`src/design/lfmr_pkg.sv`:
```
package lfmr_pkg;

    // Ring geometry
    localparam int RING_BYTES   = 1024;
    localparam int HEADER_BYTES = 8;
    localparam int MAX_MESSAGE  = 64;

    localparam int PTR_W  = $clog2(RING_BYTES);
    localparam int FREE_W = $clog2(RING_BYTES + 1);
    localparam int LEN_W  = 7;
    localparam int HDR_W  = $clog2(HEADER_BYTES);

    // Input commands
    typedef enum logic [1:0] {
        OP_PUT_HDR  = 2'd0,
        OP_PUT_DATA = 2'd1,
        OP_GET      = 2'd2,
        OP_NONE     = 2'd3
    } op_t;

    // Result status codes
    typedef enum logic [1:0] {
        RS_PUT_OK    = 2'd0,
        RS_PUT_FULL  = 2'd1,
        RS_DELIVERED = 2'd2,
        RS_EMPTY     = 2'd3
    } res_status_t;

    typedef struct packed {
        op_t              cmd;
        logic [LEN_W-1:0] msg_length;
        logic [31:0]      source_tag;
        logic [7:0]       data_byte;
    } in_item_t;

    typedef struct packed {
        res_status_t      status;
        logic [LEN_W-1:0] out_length;
        logic [31:0]      out_source;
        logic [7:0]       out_data;
        logic             data_valid;
        logic             last;
    } result_t;

    // Controller states
    typedef enum logic [2:0] {
        S_IDLE,
        S_HDR_WR,
        S_HDR_RD,
        S_HDR_WAIT,
        S_GET_DEC,
        S_BODY
    } state_t;

    // Which result the datapath should drive
    typedef enum logic [2:0] {
        EM_NONE,
        EM_PUT_OK,
        EM_PUT_FULL,
        EM_EMPTY,
        EM_MSG0,
        EM_BYTE
    } emit_t;

    typedef struct packed {
        logic  load_put;
        logic  load_get;
        logic  hdr_wr;
        logic  put_end;
        logic  data_wr;
        logic  hdr_rd;
        logic  body_start;
        logic  body_rd;
        logic  get_end;
        emit_t emit;
    } dp_cmd_t;

    typedef struct packed {
        logic put_refuse;
        logic data_ok;
        logic ring_empty;
        logic hdr_last;
        logic rd_valid;
        logic mlen_zero;
        logic issue_done;
        logic emit_last;
    } dp_stat_t;

    // Ring pointer increment with wrap
    function automatic logic [PTR_W-1:0] ptr_inc(input logic [PTR_W-1:0] p);
        logic [PTR_W-1:0] r;
        if (p == PTR_W'(RING_BYTES - 1))
            r = '0;
        else
            r = p + 1'b1;
        return r;
    endfunction

endpackage

```
`src/design/lfmr_ctrl.sv`:
```
module lfmr_ctrl (
    input  logic              clk,
    input  logic              rst_n,
    input  logic              start,
    input  lfmr_pkg::op_t     op,
    input  lfmr_pkg::dp_stat_t stat,
    output logic              busy,
    output lfmr_pkg::dp_cmd_t cmd
);
    import lfmr_pkg::*;

    state_t state_reg;
    state_t state_next;

    // State register
    always_ff @(posedge clk or negedge rst_n)
    begin
        if (!rst_n)
            state_reg <= S_IDLE;
        else
            state_reg <= state_next;
    end

    assign busy = (state_reg != S_IDLE);

    // Next state
    always_comb
    begin
        state_next = state_reg;
        case (state_reg)
            S_IDLE:
            begin
                if (start)
                begin
                    case (op)
                        OP_PUT_HDR:
                        begin
                            if (!stat.put_refuse)
                                state_next = S_HDR_WR;
                        end
                        OP_GET:
                        begin
                            if (!stat.ring_empty)
                                state_next = S_HDR_RD;
                        end
                        default: state_next = S_IDLE;
                    endcase
                end
            end
            S_HDR_WR:
            begin
                if (stat.hdr_last)
                    state_next = S_IDLE;
            end
            S_HDR_RD:
            begin
                if (stat.hdr_last)
                    state_next = S_HDR_WAIT;
            end
            S_HDR_WAIT: state_next = S_GET_DEC;
            S_GET_DEC:
            begin
                if (stat.mlen_zero)
                    state_next = S_IDLE;
                else
                    state_next = S_BODY;
            end
            S_BODY:
            begin
                if (stat.rd_valid && stat.emit_last)
                    state_next = S_IDLE;
            end
            default: state_next = S_IDLE;
        endcase
    end

    // Datapath commands
    always_comb
    begin
        cmd = '0;
        cmd.emit = EM_NONE;
        case (state_reg)
            S_IDLE:
            begin
                if (start)
                begin
                    case (op)
                        OP_PUT_HDR:
                        begin
                            cmd.load_put = 1'b1;
                            cmd.emit     = stat.put_refuse ? EM_PUT_FULL : EM_PUT_OK;
                        end
                        OP_PUT_DATA: cmd.data_wr = stat.data_ok;
                        OP_GET:
                        begin
                            if (stat.ring_empty)
                                cmd.emit = EM_EMPTY;
                            else
                                cmd.load_get = 1'b1;
                        end
                        default: cmd.emit = EM_NONE;
                    endcase
                end
            end
            S_HDR_WR:
            begin
                cmd.hdr_wr  = 1'b1;
                cmd.put_end = stat.hdr_last;
            end
            S_HDR_RD: cmd.hdr_rd = 1'b1;
            S_HDR_WAIT: cmd.emit = EM_NONE;
            S_GET_DEC:
            begin
                if (stat.mlen_zero)
                begin
                    cmd.emit    = EM_MSG0;
                    cmd.get_end = 1'b1;
                end
                else
                    cmd.body_start = 1'b1;
            end
            S_BODY:
            begin
                cmd.body_rd = !stat.issue_done;
                if (stat.rd_valid)
                begin
                    cmd.emit    = EM_BYTE;
                    cmd.get_end = stat.emit_last;
                end
            end
            default: cmd.emit = EM_NONE;
        endcase
    end

    // Once all body reads are out, the final byte must be landing now
    a_body_drain: assert property (@(posedge clk) disable iff (!rst_n)
        (state_reg == S_BODY && stat.issue_done) |-> (stat.rd_valid && stat.emit_last))
        else $error("body read count and emit count out of step");

    // Read data only lands in read states
    a_rd_in_read_state: assert property (@(posedge clk) disable iff (!rst_n)
        stat.rd_valid |-> (state_reg == S_HDR_RD || state_reg == S_HDR_WAIT ||
                           state_reg == S_BODY))
        else $error("ring read data outside a get");

endmodule

```
`config.mk`:
```
export PLATFORM = sky130hd
export DESIGN_NAME = lfmr_ctrl
export DESIGN_NICKNAME = d
export VERILOG_FILES = /design/src/design/lfmr_pkg.sv /design/src/design/lfmr_ctrl.sv
export SDC_FILE = /design/constraint.sdc
export NUM_CORES = 1
export LEC_CHECK = 0
export BUFFER_PORTS_ARGS = -buffer_cell sky130_fd_sc_hd__buf_2
export CAP_MARGIN = 5
export CORE_AREA = 3 3 40 42
export DETAILED_ROUTE_END_ITERATION = 8
export DIE_AREA = 0 0 43 45
export GPL_TIMING_DRIVEN = 0
export PLACE_DENSITY = 0.58
export SKIP_CTS_REPAIR_TIMING = 1
export SLEW_MARGIN = 20
export SYNTH_ARGS = -nofsm -noshare
export SYNTH_HDL_FRONTEND = slang
export SYNTH_SLANG_ARGS = --single-unit
```
`constraint.sdc`:
```
create_clock -name clk -period 2.2 [get_ports clk]
set_clock_uncertainty 0.1 [all_clocks]
set_input_delay 0.22 -clock clk [delete_from_list [all_inputs] [get_ports clk]]
set_output_delay 0.22 -clock clk [all_outputs]
set_load 0.1 [all_outputs]
```
## Yosys cells after proc, flatten, opt, wreduce, memory -nomap -nowiden

Index checks and enable logic that the tools add are counted.

- Output and inout port bits: 13
- Register bits: 3
- Logic and storage cells: 50

- Eq/ne operators: 13
- Reductions and logical operators: 6
- Multiplexer cells: 30

Operators with widths:

| cell | number |
|---|---|
| 3-bit two-way mux | 7 |
| 3-bit case mux with 6 select lines | 1 |
| 2-bit two-way mux | 6 |
| 1-bit two-way mux | 10 |
| 3-bit case mux with 3 select lines | 1 |
| 4-bit two-way mux | 2 |
| 2-bit != test (second input constant) | 4 |
| 3-bit by 2-bit equality test with 1-bit output (second input constant) | 2 |
| 3-bit equality test (second input constant) | 2 |
| 3-bit != test (second input constant) | 2 |
| 3-bit case mux with 2 select lines | 1 |
| 6-bit AND reduction | 1 |
| 2-bit case mux with 2 select lines | 1 |
| 3-bit by 1-bit equality test with 1-bit output (second input constant) | 1 |
| 3-bit logical NOT | 1 |
| 3-bit nonzero test | 1 |
| 2-bit by 1-bit equality test with 1-bit output (second input constant) | 1 |
| 2-bit equality test (second input constant) | 1 |
| 2-bit logical NOT | 1 |
| 1-bit case mux with 2 select lines | 1 |
| 1-bit logical AND | 1 |
| 1-bit logical NOT | 1 |

## Logic depth before layout (Yosys ltp)

Gate-level depths: netlist of the first run.

- Depth in word-level cells: 4
- Depth in mapped cells: 5
- Mapped depth without buffers: 4

## Worst setup path after synthesis of the first run

Ideal clock, no wire load.

- Path kind: reg-to-output
- From: register state_reg[1]
- To: output cmd[4] in the netlist's numbering
- Stages on the path, launching flop included: 4
- Setup slack: -0.959 ns
- Data arrival time: 2.839 ns
- Cell sequence: dfrtp_1 -> buf_6 -> nand2b_4 -> nor3b_1

RTL lines:

| item | RTL line | RTL |
|---|---|---|
| from (decl) | lfmr_ctrl.sv:12 | `state_t state_reg;` |
| from (signal assigned) | lfmr_ctrl.sv:21 | `state_reg <= state_next;` |
| to (decl) | lfmr_ctrl.sv:8 | `output lfmr_pkg::dp_cmd_t cmd` |

==> flow_metrics.py, run 1 <==
metrics = {
    "sta": {
        "fmax_ghz": 0.4969,
        "final-setup-viol-count": 0,
        "drv_slew": 0,
        "slew_headroom_pct": 67.67,
        "finalCritPeriodShare_pct": 91.49,
        "finalCriticalPeriod_ps": 2013,
        "hold_violations": 0,
        "worst_pin_slew_ps": 488.3,
        "grt_setup_unrepaired": "false",
    },
    "synth": {
        "synthAdderAreaFrac_pct": 0,
        "yosysTopAreaCellShare_pct": 20.62,
        "ys.flop_type": "dfrtp_1",
        "yosys.area_share.simple_pct": 42.96,
        "synth_edf_count": 0,
        "yosys.area.top_type": "dfrtp_1",
        "yosys_warnings": 0,
        "synth_xor_area_share_pct": 0,
        "synth_seq_area_share_pct": 20.62,
        "synth_top_family_by_area": "simple AND/OR/NAND/NOR gates",
        "post_synth_inst_count": 45,
        "synth-compound-area-share_pct": 23.37,
        "avgSynthCellArea_um2": 8.091,
        "netlist_top_cells_count": "6 x a21oi_1, 4 x nor2_1",
        "ys_seq_elements": 3,
        "ys_top_cells_by_area": "dfrtp_1 21%, buf_6 9.3%, a21oi_1 8.2%, nor2b_1 5.2%, nor3_4 4.5%",
        "async_flop_share_pct": 100.0,
        "ys_types": 24,
        "syn_nets": 58,
        "synth_most_common_cell": "a21oi_1",
        "synthMuxAreaShare_pct": 2.749,
        "syn_area_um2": 364.1,
    },
    "routing": {
        "drt_pass1_iterations": 2,
        "num_vias": 428,
        "drc": 0,
        "wl_met2_um": 436,
        "drt-total-wl_um": 967,
        "routedWlPerCell_um": 10.74,
        "ant_nets": 0,
        "drt_iter0_markers": 5,
        "drt-met1-wl_um": 444,
        "top_layer": "met3",
        "vias_per_cell": 4.756,
        "wl_met3_um": 87,
    },
    "setup_path": {
        "crit_type": "reg2out",
        "end_kind": "output port",
        "crit-reg2reg-launch": "state_reg[2]",
        "arrival_ps": 1690,
        "worst-path-max-fanout": 8,
        "slowest_delay_ps": 370,
        "crit_path_top_delay_cell": "clkbuf_4",
        "crit_end": "cmd[0]",
        "cp_cell_sequence": "buf_6 -> nor3_4 -> nand2_2 -> o32ai_2 -> clkbuf_4",
        "reg2regPathDepth": 5,
        "r2r_slack_ps": 940,
        "cp.required_ps": 1880,
        "startpoint_type": "register",
        "crit_start": "state_reg[1]",
        "r2r-end": "state_reg[0]",
    },
    "power_and_ir_drop": {
        "p_per_area_nw_per_um2": 1645,
        "leakagePower_nw": 0.2971,
        "ir_drop_mv": 0.9135,
    },
    "die": {
        "start_util_pct": 28.33,
        "die_w_um": 43,
        "core-area_um2": 1285,
        "core.rowCount": 13,
        "die_area_um2": 1935,
        "ios": 26,
        "die_h_um": 45,
    },
    "clock_network": {
        "cts_made_buffers": 3,
        "insertion_delay_ps": 230,
        "h-tree-depth": 1,
        "clk_pin_slew_ps": 40,
        "clockRootBuffer": "clkbuf_4",
        "clk_path_buf_depth": 2,
        "cts_tree": "yes",
        "cts.sinks": 3,
    },
    "place": {
        "hpwl_um": 781.8,
        "placed_cells": 85,
        "gp_congestion": 0.6664,
        "io_buffers": 25,
        "place_area_um2": 533.0,
    },
    "final_layout": {
        "fillCellCount": 146,
        "layout.cells.non_filler": 90,
        "multi_input_area_um2": 276.5,
        "final-seq-area_um2": 75.07,
        "syn_to_final_growth_pct": 57.04,
        "finalInstanceArea_um2": 571.8,
        "drive_gt1_share_pct": 54.67,
        "largest_register_ffs": 3,
        "nets": 89,
        "insertedDiodeCount": 0,
    },
    "grt": {
        "grt_start_max_net_pins": 11,
        "grt_pass1_wl_um": 1511,
        "grt-ovfl-total": 0,
        "antenna_found_initial": 0,
        "grt_pass1_vias": 374,
        "grt.total_usage_pct": 10.17,
    },
    "min_path": {
        "min_path_type": "in2reg",
    },
    "job": {
        "max_cap_violations": 0,
    },
    "outcome": {
        "status": "finished clean",
    },
}
-- worst min-delay path by stage --
stage,startpoint,end,slack (ps),cells past startpoint
6_report,start,state_reg[0],190,3
5_1_grt,rst_n,state_reg[2],220,2
4_1_cts,rst_n,state_reg[2],-330,1
3_5_place_dp,rst_n,state_reg[2],-80,1
3_3_place_gp,rst_n,state_reg[2],-80,1
2_1_floorplan,rst_n,state_reg[0],-180,0
-- kinds of logic after synthesis --
logic type / Yosys count
compound gates: 13
mux: 1
flops: 3
simple gates: 24
buf+inv: 4
-- metrics by stage --
step	hold slack (ps)	TNS, ps	util [%]	total power, mW	setup slack, ps
after CTS	-329.3	0	43.52	0.9512	73.83
final	190.0	0	44.50	0.9405	187.3
after global placement	-83.87	0	41.48	0.8466	338.5
after floorplan	-175.6	-860.8	-	0.7467	-235.9
after detailed placement	-80.34	0	41.48	0.8488	334.0
after global routing	217.5	0	44.50	0.9967	79.13
-- critical path, delay by kind of cell (launching register included) --
family,cells,cell delay (ps)
simple gates,2,330
compound gates,1,260
flops,1,360
buf+inv,2,510
-- layout make-up --
type	count	share of cell area (%)
Timing Repair Buffer	26	24.07
Tap cell	15	3.282
Buffer	3	5.908
Sequential cell	3	13.13
Clock buffer	4	4.595
Inverter	1	0.6565
Multi-Input combinational cell	38	48.36
-- where the power goes --
| group | switching, mW | leakage, nW | internal (mW) | total (mW) |
|---|---|---|---|---|
| registers | 0.0171 | 0.0401 | 0.0758 | 0.0929 |
| clock network | 0.0285 | 0.0150 | 0.0680 | 0.0965 |
| logic | 0.566 | 0.242 | 0.185 | 0.751 |
-- routing by layer --
metal / up-vias / track usage [%]
li1: 221 / -
met1: 191 / 12.32
met2: 16 / 17.66
met3: 0 / 2.390
met4: 0 / 3.614
met5: - / 0
-- layout by cell type (no fill, tap or decap), types with 3 or more instances in the layout --
cell      synthesis  layout
buf_2             0      24
a21oi_1           6       6
clkbuf_4          0       4
buf_6             3       3
nand2_1           3       3
nor2b_1           3       3
o21ai_0           3       3
dfrtp_1           3       3
Note: power is estimated with default switching activity, not from simulation.
==> inputs of run 2 (changes only) <==
ABC_AREA = 1   (was unset)
PLACE_DENSITY = 0.57   (was 0.58)
==> run 2 against run 1 <==
Maximum frequency fell by 2.0%. Critical path depth increased by 1. Register-to-register slack got worse by 20 ps. Hold slack got worse by 9.2 ps. Sequential power grew 14%. Count of clock-buffer cells in the layout stayed put. Power shrank 4.9%. Combinational power shrank 7.9%. Highest routed layer unchanged. Largest cell class unchanged. Largest power group unchanged. Critical endpoint is now cmd[10].
==> flow_metrics.py, run 2 <==
metrics = {
    "sta": {
        "grt_setup_unrepaired": "false",
        "final-setup-viol-count": 0,
        "drv_slew": 0,
        "slew_headroom_pct": 67.62,
        "fmax_ghz": 0.4872,
        "finalCriticalPeriod_ps": 2053,
        "hold_violations": 0,
        "whs_ps": 180.7,
        "finalCritPeriodShare_pct": 93.31,
        "worst_pin_slew_ps": 489.1,
    },
    "final_layout": {
        "largest_register_ffs": 3,
        "drive_gt1_share_pct": 44.57,
        "layout_commonest_cell": "buf_2",
        "fillCellCount": 150,
        "insertedDiodeCount": 0,
        "final_cell_mix": "24 x buf_2, 18 x nand2_1, 12 x nand3_1, 11 x inv_1, 4 x clkbuf_4",
        "syn_to_final_growth_pct": 60.14,
        "nets": 106,
    },
    "grt": {
        "grt.total_usage_pct": 10.75,
        "grt_start_max_net_pins": 7,
        "grt_pass1_wl_um": 1580,
        "antenna_found_initial": 0,
        "grt_pass1_vias": 411,
        "grt-ovfl-total": 0,
    },
    "place": {
        "gp_congestion": 0.8286,
        "hpwl_um": 814.4,
        "io_buffers": 25,
    },
    "power_and_ir_drop": {
        "ir_drop_mv": 0.8638,
        "p_per_area_nw_per_um2": 1617,
        "p_total_mw": 0.8940,
        "leakagePower_nw": 0.3612,
    },
    "clock_network": {
        "insertion_delay_ps": 230,
        "clk_pin_slew_ps": 40,
        "cts_made_buffers": 3,
        "clk_path_buf_depth": 2,
        "h-tree-depth": 1,
        "cts_tree": "yes",
        "cts.sinks": 3,
        "clockRootBuffer": "clkbuf_4",
    },
    "synth": {
        "avgSynthCellArea_um2": 5.570,
        "yosys.area.top_type": "dfrtp_1",
        "syn_area_um2": 345.3,
        "async_flop_share_pct": 100.0,
        "post_synth_inst_count": 62,
        "ys_top_cells_by_area": "dfrtp_1 22%, nand2_1 20%, nand3_1 17%, inv_1 12%, nor2_2 5.4%",
        "ys_types": 14,
        "synth_most_common_cell": "nand2_1",
        "syn_nets": 75,
        "yosys_warnings": 0,
        "synth_seq_area_share_pct": 21.74,
        "yosysTopAreaCellShare_pct": 21.74,
        "netlist_top_cells_count": "18 x nand2_1, 12 x nand3_1, 11 x inv_1",
        "ys.flop_type": "dfrtp_1",
        "synth_edf_count": 0,
        "ys_seq_elements": 3,
    },
    "setup_path": {
        "path_common_cell": "nand2_1",
        "worst-path-max-fanout": 4,
        "critical-path-top-delay-family": "buffers and inverters",
        "reg2regPathDepth": 7,
        "cp.depth": 6,
        "arrival_ps": 1730,
        "cp.required_ps": 1880,
        "crit_path_top_delay_cell": "buf_2",
        "crit_type": "reg2out",
        "startpoint_type": "register",
        "crit_buf_inv": 2,
        "slowest_delay_ps": 440,
        "cp_cell_sequence": "inv_1 -> nand2_1 -> nor2_2 -> nand2_1 -> nor3_2 -> buf_2",
        "end_kind": "output port",
    },
    "routing": {
        "drc": 0,
        "drt-total-wl_um": 944,
        "ant_nets": 0,
        "drt_iter0_markers": 8,
        "vias_per_cell": 4.430,
        "drt_pass1_iterations": 4,
        "num_vias": 474,
        "routedWlPerCell_um": 8.822,
    },
    "die": {
        "ios": 26,
        "core.rowCount": 13,
        "start_util_pct": 26.87,
        "core-area_um2": 1285,
        "die_h_um": 45,
        "die_w_um": 43,
        "die_area_um2": 1935,
    },
    "job": {
        "max_cap_violations": 0,
    },
    "min_path": {
        "holdPathStages": 4,
        "min_path_type": "in2reg",
    },
    "outcome": {
        "status": "finished clean",
    },
}
## run 2: power by group
group | leakage (nW) | total (mW) | switching, mW | internal [mW]
registers | 0.0395 | 0.106 | 0.0286 | 0.0775
logic | 0.307 | 0.692 | 0.569 | 0.123
clock network | 0.0150 | 0.0958 | 0.0279 | 0.0679
## run 2: path summary, 6_finish.rpt
path | startpoint | slack (ps) | endpoint
max | state_reg[1] | 150 | cmd[10]
min | stat[4] | 180 | state_reg[1]
max reg2reg | state_reg[1] | 920 | state_reg[0]
min reg2reg | state_reg[0] | 480 | state_reg[0]
max in group asynchronous | rst_n | 1680 | state_reg[0]
min in group asynchronous | rst_n | 210 | state_reg[1]
## run 2: layer usage
layer,wire length (um),GRT usage (%),vias to the layer above
met2,430,17.07,19
met5,0,0,-
li1,-,-,259
met3,95,1.594,0
met4,0,7.229,0
met1,418,13.53,196
## run 2: cell families after synthesis
family,share of synthesized area (%)
AND/OR/NAND/NOR,53.62
AO/OA/AOI/OAI,10.51
flip-flops,21.74
buffers and inverters,14.13
## run 2: layout make-up
| cell class | count | area (um2) | share of cell area (%) |
|---|---|---|---|
| inverter | 13 | 48.80 | 8.824 |
| tap | 15 | 18.77 | 3.394 |
| timing repair buffer | 26 | 137.6 | 24.89 |
| sequential | 3 | 75.07 | 13.57 |
| clock buffer | 4 | 26.28 | 4.751 |
| multi-input combinational | 46 | 246.5 | 44.57 |
## run 2: through the flow
stage                     setup WS [ps]  area, um2  utilization [%]  std cells  TNS [ps]
after floorplan                  -165.8      370.4                -         62    -470.1
after global placement            331.8      514.2            40.02        102         0
after detailed placement          306.8      514.2            40.02        102         0
after CTS                         56.67      540.5            42.06        106         0
after global routing              7.407      553.0            43.04        107         0
final                             147.3      553.0            43.04        107         0
## run 2: worst reg2reg max path, cell delays in order, from the launching register on
cell	delay [ps]
dfrtp_1	390
inv_1	120
nand3_1	180
nor2_2	160
inv_1	70
nand3_1	70
nand2_1	50
nand2_1	60
